===== src/sv/ccsn_pkg.sv =====
package ccsn_pkg;

  // Most tokens that one input byte can release from the comment/substitution front
  localparam int NTOK = 6;
  localparam int NW   = $clog2(NTOK + 1);

  localparam logic [7:0] CH_SP     = 8'h20;
  localparam logic [7:0] CH_TAB    = 8'h09;
  localparam logic [7:0] CH_NL     = 8'h0A;
  localparam logic [7:0] CH_SEMI   = 8'h3B;
  localparam logic [7:0] CH_LBRACE = 8'h7B;
  localparam logic [7:0] CH_RBRACE = 8'h7D;
  localparam logic [7:0] CH_BSLASH = 8'h5C;
  localparam logic [7:0] CH_LPAREN = 8'h28;
  localparam logic [7:0] CH_RPAREN = 8'h29;
  localparam logic [7:0] CH_COMMA  = 8'h2C;
  localparam logic [7:0] CH_STAR   = 8'h2A;
  localparam logic [7:0] CH_SLASH  = 8'h2F;
  localparam logic [7:0] CH_E3     = 8'hE3;
  localparam logic [7:0] CH_80     = 8'h80;

  // One queue entry: the tokens released by one input byte
  typedef struct packed {
    logic                     last;
    logic [NW-1:0]            n;
    logic [NTOK-1:0][7:0]     tok;
  } bundle_t;

  function automatic logic is_pad(logic [7:0] c);
    return (c == CH_SEMI) || (c == CH_LPAREN) || (c == CH_RPAREN) ||
           (c == CH_LBRACE) || (c == CH_RBRACE) || (c == CH_COMMA) ||
           (c == CH_BSLASH);
  endfunction

  function automatic logic wants_newline(logic [7:0] c);
    return (c == CH_SEMI) || (c == CH_BSLASH) || (c == CH_LBRACE) ||
           (c == CH_RBRACE);
  endfunction

endpackage


===== src/sv/ccsn_front.sv =====
module ccsn_front import ccsn_pkg::*; (
  input  logic        clk,
  input  logic        rst,
  input  logic        in_valid,
  output logic        in_ready,
  input  logic [7:0]  text_byte,
  input  logic        end_of_text,
  input  logic        q_full,
  output logic        q_push,
  output bundle_t     q_data
);

  localparam logic [1:0] MODE_CODE  = 2'd0;
  localparam logic [1:0] MODE_LINE  = 2'd1;
  localparam logic [1:0] MODE_BLOCK = 2'd2;

  typedef struct packed {
    logic [1:0]           cnt;
    logic [7:0]           la;
    logic [NW-1:0]        n;
    logic [NTOK-1:0][7:0] tok;
  } sub_t;

  logic [1:0] mode;
  logic       held;
  logic [7:0] la_byte;
  logic [1:0] la_count;

  logic [1:0] mode_next;
  logic       held_next;
  sub_t       acc;
  logic       accept;

  function automatic sub_t push_tok(sub_t a, logic [7:0] x);
    sub_t r;
    r = a;
    if (r.n < NW'(NTOK)) begin
      r.tok[r.n] = x;
      r.n = r.n + NW'(1);
    end
    return r;
  endfunction

  function automatic sub_t subst_feed(sub_t a, logic [7:0] b);
    sub_t r;
    logic done;
    r = a;
    done = 1'b0;
    if (r.cnt == 2'd1 && r.la != CH_E3) begin
      r = push_tok(r, r.la);
      if (b != CH_NL) r = push_tok(r, CH_NL);
      r.cnt = 2'd0;
    end else if (r.cnt == 2'd1) begin
      if (b == CH_80) begin
        r.cnt = 2'd2;
        done = 1'b1;
      end else begin
        r = push_tok(r, CH_E3);
        r.cnt = 2'd0;
      end
    end else if (r.cnt == 2'd2) begin
      r.cnt = 2'd0;
      if (b == CH_80) begin
        r = push_tok(r, CH_SP);
        done = 1'b1;
      end else begin
        r = push_tok(r, CH_E3);
        r = push_tok(r, CH_80);
      end
    end
    if (!done) begin
      r.cnt = 2'd0;
      if (b == CH_TAB) begin
        r = push_tok(r, CH_SP);
      end else if (b == CH_E3 || wants_newline(b)) begin
        r.la = b;
        r.cnt = 2'd1;
      end else begin
        r = push_tok(r, b);
      end
    end
    return r;
  endfunction

  function automatic sub_t subst_flush(sub_t a);
    sub_t r;
    r = a;
    if (r.cnt == 2'd1 && r.la != CH_E3) begin
      r = push_tok(r, r.la);
      r = push_tok(r, CH_NL);
    end else if (r.cnt == 2'd1) begin
      r = push_tok(r, CH_E3);
    end else if (r.cnt == 2'd2) begin
      r = push_tok(r, CH_E3);
      r = push_tok(r, CH_80);
    end
    r.cnt = 2'd0;
    return r;
  endfunction

  // Strip comments, then substitute; all tokens of one byte are computed combinationally
  always_comb begin
    logic gone;
    acc       = '{cnt: la_count, la: la_byte, n: '0, tok: '0};
    mode_next = mode;
    held_next = held;
    gone      = 1'b0;
    case (mode)
      MODE_LINE: begin
        if (text_byte == CH_NL) begin
          mode_next = MODE_CODE;
          acc = subst_feed(acc, text_byte);
        end
      end
      MODE_BLOCK: begin
        if (held) begin
          held_next = 1'b0;
          if (text_byte == CH_SLASH) begin
            mode_next = MODE_CODE;
            gone = 1'b1;
          end
        end
        if (!gone && text_byte == CH_STAR) held_next = 1'b1;
      end
      default: begin
        if (held) begin
          held_next = 1'b0;
          if (text_byte == CH_STAR) begin
            mode_next = MODE_BLOCK;
            gone = 1'b1;
          end else if (text_byte == CH_SLASH) begin
            mode_next = MODE_LINE;
            gone = 1'b1;
          end else begin
            acc = subst_feed(acc, CH_SLASH);
          end
        end
        if (!gone) begin
          if (text_byte == CH_SLASH) held_next = 1'b1;
          else acc = subst_feed(acc, text_byte);
        end
      end
    endcase
    if (end_of_text) begin
      if (mode_next == MODE_CODE && held_next) acc = subst_feed(acc, CH_SLASH);
      held_next = 1'b0;
      acc = subst_flush(acc);
    end
  end

  assign in_ready = !q_full;
  assign accept   = in_valid && in_ready;
  assign q_push   = accept && (acc.n != '0 || end_of_text);
  assign q_data   = '{last: end_of_text, n: acc.n, tok: acc.tok};

  always_ff @(posedge clk) begin
    if (rst) begin
      mode     <= MODE_CODE;
      held     <= 1'b0;
      la_count <= 2'd0;
    end else if (accept) begin
      if (end_of_text) begin
        mode     <= MODE_CODE;
        held     <= 1'b0;
        la_count <= 2'd0;
      end else begin
        mode     <= mode_next;
        held     <= held_next;
        la_count <= acc.cnt;
      end
    end
  end

  always_ff @(posedge clk) begin
    if (accept) la_byte <= acc.la;
  end

endmodule


===== src/sv/ccsn_fifo.sv =====
module ccsn_fifo import ccsn_pkg::*; #(
  parameter int DEPTH = 4
) (
  input  logic    clk,
  input  logic    rst,
  input  logic    push,
  input  bundle_t wdata,
  output logic    full,
  output logic    valid,
  input  logic    pop,
  output bundle_t rdata
);

  localparam int AW = $clog2(DEPTH);
  localparam int CW = $clog2(DEPTH + 1);

  bundle_t         mem [DEPTH];
  logic [AW-1:0]   wr_ptr;
  logic [AW-1:0]   rd_ptr;
  logic [CW-1:0]   count;

  assign full  = (count == CW'(DEPTH));
  assign valid = (count != '0);
  assign rdata = mem[rd_ptr];

  always_ff @(posedge clk) begin
    if (rst) begin
      wr_ptr <= '0;
      rd_ptr <= '0;
      count  <= '0;
    end else begin
      if (push) wr_ptr <= (wr_ptr == AW'(DEPTH - 1)) ? '0 : wr_ptr + AW'(1);
      if (pop)  rd_ptr <= (rd_ptr == AW'(DEPTH - 1)) ? '0 : rd_ptr + AW'(1);
      if (push && !pop)      count <= count + CW'(1);
      else if (pop && !push) count <= count - CW'(1);
    end
  end

  always_ff @(posedge clk) begin
    if (push) mem[wr_ptr] <= wdata;
  end

endmodule


===== src/sv/ccsn_back.sv =====
module ccsn_back import ccsn_pkg::*; (
  input  logic       clk,
  input  logic       rst,
  input  logic       q_valid,
  input  bundle_t    q_data,
  output logic       q_pop,
  output logic       out_valid,
  input  logic       out_ready,
  output logic [7:0] out_byte,
  output logic       byte_valid,
  output logic       end_of_output
);

  logic [NW-1:0] ti;
  logic [1:0]    ph;
  logic          pws;
  logic          emitted_any;

  logic       step;
  logic [7:0] t;
  logic       pad;
  logic [7:0] cand;
  logic       tok_end;
  logic       empty;
  logic       bundle_end;
  logic       later_sp;
  logic       drop;
  logic       last_emit;
  logic       emit;

  assign step  = q_valid && (!out_valid || out_ready);
  assign t     = q_data.tok[ti];
  assign pad   = is_pad(t);
  // Padded punctuation walks three phases: space, the byte, space
  assign cand  = (pad && ph != 2'd1) ? CH_SP : t;
  assign tok_end    = !pad || ph == 2'd2;
  assign empty      = (q_data.n == '0);
  assign bundle_end = empty || (tok_end && ti == q_data.n - NW'(1));
  assign drop       = !empty && cand == CH_SP && pws;

  always_comb begin
    later_sp = 1'b1;
    for (int j = 0; j < NTOK; j++) begin
      if (NW'(j) > ti && NW'(j) < q_data.n && q_data.tok[j] != CH_SP) later_sp = 1'b0;
    end
  end

  // A space is the final byte when everything after it will collapse away
  assign last_emit = bundle_end || (cand == CH_SP && tok_end && later_sp);
  assign emit      = empty ? q_data.last
                           : (!drop || (q_data.last && bundle_end && !emitted_any));
  assign q_pop     = step && bundle_end;

  always_ff @(posedge clk) begin
    if (rst) begin
      ti          <= '0;
      ph          <= 2'd0;
      pws         <= 1'b0;
      emitted_any <= 1'b0;
      out_valid   <= 1'b0;
    end else begin
      if (step) begin
        if (bundle_end) begin
          ti          <= '0;
          ph          <= 2'd0;
          emitted_any <= 1'b0;
          if (q_data.last) pws <= 1'b0;
          else pws <= (cand == CH_SP);
        end else begin
          pws         <= (cand == CH_SP);
          emitted_any <= emitted_any || !drop;
          if (tok_end) begin
            ti <= ti + NW'(1);
            ph <= 2'd0;
          end else begin
            ph <= ph + 2'd1;
          end
        end
      end
      if (step && emit)   out_valid <= 1'b1;
      else if (out_ready) out_valid <= 1'b0;
    end
  end

  always_ff @(posedge clk) begin
    if (step && emit) begin
      if (empty || drop) begin
        out_byte      <= 8'h00;
        byte_valid    <= 1'b0;
        end_of_output <= 1'b1;
      end else begin
        out_byte      <= cand;
        byte_valid    <= 1'b1;
        end_of_output <= q_data.last && last_emit;
      end
    end
  end

endmodule


===== src/sv/c_comment_strip_normalizer_core.sv =====
// Flow: the first result of a byte passes the queue write, then the output
// register; held bytes leave later. Input: one byte per cycle while the queue
// is not full. The output walker steps one candidate byte per cycle while
// out_ready allows; a padded punctuation byte walks space, byte, space, and
// the walker sets the sustained rate.
// Reset (rst, synchronous): clears comment state, lookahead, queue and output.
module c_comment_strip_normalizer_core import ccsn_pkg::*; #(
  parameter int QUEUE_DEPTH = 4
) (
  input  logic       clk,
  input  logic       rst,
  input  logic       in_valid,
  output logic       in_ready,
  input  logic [7:0] text_byte,
  input  logic       end_of_text,
  output logic       out_valid,
  input  logic       out_ready,
  output logic [7:0] out_byte,
  output logic       byte_valid,
  output logic       end_of_output
);

  // Front: strip comments and substitute, one transaction per cycle while the
  // queue is not full, and push the resulting token group into the queue.
  logic    q_push;
  logic    q_full;
  logic    q_valid;
  logic    q_pop;
  bundle_t q_wdata;
  bundle_t q_rdata;

  ccsn_front u_front (
    .clk         (clk),
    .rst         (rst),
    .in_valid    (in_valid),
    .in_ready    (in_ready),
    .text_byte   (text_byte),
    .end_of_text (end_of_text),
    .q_full      (q_full),
    .q_push      (q_push),
    .q_data      (q_wdata)
  );

  // Queue: hold token groups so the front keeps accepting while the back
  // expands padding or waits on out_ready.
  ccsn_fifo #(
    .DEPTH (QUEUE_DEPTH)
  ) u_fifo (
    .clk   (clk),
    .rst   (rst),
    .push  (q_push),
    .wdata (q_wdata),
    .full  (q_full),
    .valid (q_valid),
    .pop   (q_pop),
    .rdata (q_rdata)
  );

  // Back: pad, collapse spaces and drive the registered output transaction.
  ccsn_back u_back (
    .clk           (clk),
    .rst           (rst),
    .q_valid       (q_valid),
    .q_data        (q_rdata),
    .q_pop         (q_pop),
    .out_valid     (out_valid),
    .out_ready     (out_ready),
    .out_byte      (out_byte),
    .byte_valid    (byte_valid),
    .end_of_output (end_of_output)
  );

endmodule


===== config.mk =====
export PLATFORM = sky130hd
export DESIGN_NAME = c_comment_strip_normalizer_core
export DESIGN_NICKNAME = d
export VERILOG_FILES = /design/src/sv/ccsn_pkg.sv /design/src/sv/ccsn_front.sv /design/src/sv/ccsn_fifo.sv /design/src/sv/ccsn_back.sv /design/src/sv/c_comment_strip_normalizer_core.sv
export SDC_FILE = /design/constraint.sdc
export NUM_CORES = 1
export LEC_CHECK = 0
export ABC_AREA = 0
export BUFFER_PORTS_ARGS = -buffer_cell sky130_fd_sc_hd__buf_2
export CORE_MARGIN = 1.5
export CORE_UTILIZATION = 55
export CTS_CLUSTER_SIZE = 30
export DETAILED_ROUTE_END_ITERATION = 16
export GPL_TIMING_DRIVEN = 0
export PLACE_DENSITY = 0.82
export SYNTH_ARGS = -nofsm -noshare
export SYNTH_HDL_FRONTEND = slang
export SYNTH_SLANG_ARGS = --single-unit

===== constraint.sdc =====
create_clock -name clk -period 16.35 [get_ports clk]
set_input_delay 3.27 -clock clk [delete_from_list [all_inputs] [get_ports clk]]
set_output_delay 3.27 -clock clk [all_outputs]
set_load 0.02 [all_outputs]

# After elaboration in Yosys (flattened, before gate mapping)
# Memories as Yosys holds them, arrays and structs flattened. A register that Yosys moved wholly into a read port is not among the register bits.
# Index checks and enable logic that the tools add are counted.
[word_totals]
output_inout_bits = 12
reg_bits = 38
n_memories = 1
ram_bits = 208
in_bits = 13
[classes]
magnitude_cmp = 64
n_reduce_logical = 87
bitwise = 54
add_sub_neg = 24
eq_ne = 45
muxes = 238
[memory_table]
columns = ["memory", "depth", "word_bits", "read_ports", "rd_clocked_by_memory_dff", "write_ports", "line", "text"]
rows = [
  ["u_fifo.mem", 4, 52, 1, 1, 1, "ccsn_fifo.sv:17", "bundle_t mem [DEPTH];"],
]
[op_table]
columns = ["cell", "count"]
rows = [
  ["$mux 51", 64],
  ["$mux 61", 25],
  ["$demux 8 s3", 17],
  ["$mux 59", 6],
  ["$not 42->42", 8],
  ["$mux 8", 39],
  ["$and 42x42->42", 6],
  ["$bwmux 48", 5],
  ["$not 36->36", 5],
  ["$or 30x30->30", 5],
  ["$pmux 61 s2", 1],
  ["$and 36x36->36", 3],
  ["$and 18x18->18", 5],
  ["$not 18->18", 5],
  ["$and 7x42->42", 2],
  ["$and 6x36->36", 2],
  ["$lt 3x4->1 const B", 18],
  ["$mux 3", 24],
  ["$eq 8x6->1 const B", 8],
  ["$add 3x1->3 const B", 19],
  ["$ge 3x1->1 const B", 17],
  ["$logic_and 1x1->1", 51],
  ["$lt 3x3->1 const B", 17],
  ["$mux 49", 1],
  ["37 further kinds", 159],
]

# Longest topological paths before layout
[logic_depth]
depth_word = 135
ltp_mapped = 42
depth_no_buf = 35

# Cells and area by module
# Synthesis repeated with hierarchy kept, for this count alone.
[unflattened]
cells_unflattened = 1512
area_unflattened_um2 = 15937.8
[by_module_without_submodules]
columns = ["mod", "seq_area_each_um2", "area_each_um2", "instances", "cells_each"]
rows = [
  ["ccsn_fifo", 6426.2, 8006.4, 1, 316],
  ["ccsn_front", 340.3, 6211.0, 1, 1001],
  ["ccsn_back", 460.4, 1720.4, 1, 195],
]

# Worst setup path before layout
# OpenSTA, ideal clock, no wires.
[synth_timing]
path_type = "input -> register"
startpoint = "input text_byte[4]"
endpoint = "memory u_fifo.mem[0][9] (netlist bit), data pin"
path_buffers = 7
required_time_ns = 16.133
cell_stages = 39
setup_ns = 0.217
t_arrival_ns = 11.416
setup_slack_ns = 4.717
cell_sequence = "buf_6 -> or4b_1 -> buf_4 -> o31a_4 -> o21ai_0 -> inv_1 -> ha_1 -> clkbuf_1 -> ha_1 -> nand3_1 -> a31oi_4 -> o211ai_1 -> nor3b_1 -> o21ai_1 -> and2_1 -> clkbuf_1 -> inv_2 -> buf_1 -> (+3 left out) -> o21ai_0 -> ha_1 -> nand2b_1 -> a2bb2oi_2 -> o31ai_1 -> and2_1 -> buf_6 -> inv_4 -> ha_1 -> nor2_1 -> a32o_1 -> a21oi_2 -> ha_1 -> or3_1 -> and2_1 -> or3_1 -> nor3b_1 -> a211oi_1"
[synth_rtl]
columns = ["element", "line", "text"]
rows = [
  ["from (decl)", "c_comment_strip_normalizer_core.sv:14", "input logic [7:0] text_byte,"],
  ["to (decl)", "ccsn_fifo.sv:17", ""],
]

==> impl_metrics.json <==
{
  "dr.pass1.iters": 7,
  "drt_iter0_drc": 2682,
  "arrival_ns": 14.56,
  "final_net_count": 1637,
  "relSlewSlack_pct": 0.5526,
  "mostFrequentLayoutCells": "226 x edfxtp_1, 154 x nand2_1, 149 x nor2_1",
  "synth.avg_cell_area_um2": 10.31,
  "post-dp-hpwl_um": 48940,
  "grt_max_degree": 36,
  "detail-route-antenna-nets": 0,
  "cts_buffers": 23,
  "syn_to_final_growth_pct": 8.620,
  "wirelength_um": 65050,
  "async_flop_share_pct": 0,
  "finClkSkew_ns": 0.02021,
  "cp_common_cell": "ha_1",
  "final_common_cell": "edfxtp_1",
  "syn_nets": 1589,
  "cp-start-kind": "input pin",
  "fin_area_mm2": 0.01730,
  "vdd_drop_max_v": 0.0001267,
  "cts_root_buf": "clkbuf_16",
  "violations": "max-capacitance violations",
  "critPathBufInv": 12,
  "hold-worst-slack_ns": 0.5096,
  "cts_setup_buffers": 0,
  "grt_pass1_wl_um": 94750,
  "place_congestion": 1.053,
  "rsz0062_at_grt": "false",
  "hold_buffers": 0,
  "cp_top_family": "compound AO/OA/AOI/OAI gates",
  "r2r_slack_ns": 4.53,
  "worstSetupEndpointType": "flop",
  "grt_antenna_before_repair": 1,
  "design.die.area_mm2": 0.02998,
  "synth-seq-cells": 248,
  "min_period_ns": 14.37,
  "min_path_type": "reg2reg",
  "numPortBuffers": 19,
  "initial_utilization_pct": 55.63,
  "wl_per_cell_um": 32.60,
  "drt-vias-per-instance": 7.503,
  "die_y_um": 173.2,
  "max-cap-violations": 1,
  "max_stage_delay_ns": 0.74,
  "synth-edff-count": 226,
  "overflow": 0,
  "drc": 0,
  "grt_usage_pct": 43.10,
  "place_area_mm2": 0.01658,
  "slowest_stage": "a211oi_1",
  "clock_sinks": 248,
  "status": "finished with violations",
  "clk_latency_ns": 0.52,
  "core_mm2": 0.02863,
  "slew_violations": 0,
  "cts-resized-gates": 0,
  "cp_max_fo": 10,
  "ys.flop_type": "edfxtp_1",
  "fill_cells": 2355,
  "first_global_vias": 14090,
  "io_pins": 25,
  "p_leak_nw": 5.799,
  "syn_area_mm2": 0.01592,
  "drive_gt1_share_pct": 12.55,
  "cts_max_level": 1,
  "crit_required_ns": 16.54,
  "setup_violations": 0,
  "cts_tree": "yes",
  "cts_buffer_depth": 3,
  "tns_ns": 0,
  "routed-via-count": 14970,
  "yosys_warnings": 0,
  "power_density_mw_per_mm2": 113.6,
  "seq_area_frac_synth_pct": 45.38,
  "die_w_um": 173.2,
  "power_mw": 1.966,
  "synth_cells": 1545,
  "path_clk_slew_ns": 0.07,
  "finalCritPeriodShare_pct": 87.87,
  "hold_viol": 0,
  "fmaxAchievable_mhz": 69.61,
  "tightest_slew_ns": 1.479,
  "crit_type": "in2reg",
  "rows": 62,
  "yosysUniqueCellTypes": 113
}
## tightest hold or removal path: cells and delay by family (launching register included)
family          cells  cell delay, ns
compound gates      2            0.13
flops               1            0.33
## synth_stat cells, drive strengths merged, types with 5 or more instances
library cell | n | area share, %
nand3 | 49 | 1.6
dfxtp | 22 | 2.8
o211ai | 19 | 0.93
mux2i | 20 | 1.3
nor4b | 10 | 0.63
or3 | 16 | 0.66
o22ai | 31 | 1.2
a21o | 8 | 0.38
nor2b | 12 | 0.47
o32a | 6 | 0.38
clkbuf | 72 | 1.7
o21a | 14 | 0.66
a22o | 8 | 0.44
nand2 | 157 | 3.7
or2 | 6 | 0.24
a31oi | 30 | 1.4
xnor2 | 7 | 0.43
a2bb2oi | 8 | 0.48
a211o | 6 | 0.33
o32ai | 9 | 0.54
edfxtp | 226 | 43
buf | 27 | 1.0
ha | 30 | 2.4
a21boi | 8 | 0.40
nand4 | 16 | 0.63
o21bai | 6 | 0.28
nor3 | 48 | 1.7
nor4 | 13 | 0.70
nand2b | 12 | 0.47
mux4 | 54 | 7.6
o31ai | 14 | 0.83
a221oi | 11 | 0.64
or4 | 6 | 0.31
o21ai | 106 | 3.4
nor2 | 151 | 3.6
a211oi | 14 | 0.79
o221ai | 6 | 0.37
inv | 43 | 1.0
and3 | 16 | 0.63
xor2 | 5 | 0.27
a32oi | 15 | 0.83
and2 | 17 | 0.67
a21oi | 103 | 3.4
a22oi | 16 | 0.87
## kinds of logic after synthesis
logic type / after synthesis / share of synthesized area [%]
mux: 78 / 9.201
xor+xnor: 12 / 0.7072
flops: 248 / 45.38
fa+ha+maj: 31 / 2.483
buf+inv: 146 / 3.858
compound gates: 480 / 21.13
simple gates: 550 / 17.24
## cell type report
cell class / instances / area [um2] / area share (%)
multi-input combinational: 1151 / 8093 / 46.79
sequential: 248 / 7227 / 41.78
clock buffer: 23 / 575.6 / 3.328
tap: 384 / 480.5 / 2.778
buffer: 99 / 435.4 / 2.517
inverter: 47 / 178.9 / 1.034
timing repair buffer: 23 / 175.2 / 1.013
clock inverter: 19 / 128.9 / 0.7451
antenna: 1 / 2.502 / 0.01447
## registers in the layout, indices dropped and copies added, names as in the netlist, 2 cells and up, named ones only
name              flops
u_front.la_byte       8
u_back.out_byte       8
u_front.la_count      2
u_back.ti             3
u_fifo.wr_ptr         2
u_front.mode          2
u_fifo.count          3
u_fifo.mem          208
u_fifo.rd_ptr         2
u_back.ph             2
## per-layer routing
metal,wire length [um],track usage (%)
met1,23830,57.90
met2,28390,66.35
met3,8704,10.07
met4,4120,20.65
met5,0,0
## report_power, final
group | internal (mW) | switching [mW] | total (mW) | leakage [nW]
Combinational | 0.232 | 0.409 | 0.641 | 3.12
Sequential | 0.783 | 0.0358 | 0.819 | 2.33
Clock | 0.275 | 0.231 | 0.506 | 0.345
## through the flow
step                      std cells  utilization (%)  setup WS (ns)
after global routing           1994            60.42          1.768
after detailed placement       1952            57.94          2.083
after floorplan                1545                -          4.717
after CTS                      1994            60.40          2.550
after global placement         1948            57.64          2.176
final                          1995            60.42          1.984
## path summary, 6_finish.rpt
kind | from | to | depth (start not counted)
worst min-delay path | u_fifo.count[2] | u_fifo.count[2] | 2
worst max-delay path | text_byte[5] | u_fifo.mem[0][7] | 42
worst min register to register | u_fifo.count[2] | u_fifo.count[2] | 2
worst max register to register | u_front.la_count[0] | u_fifo.mem[0][7] | 41
Power figures use the tool's default switching activity.
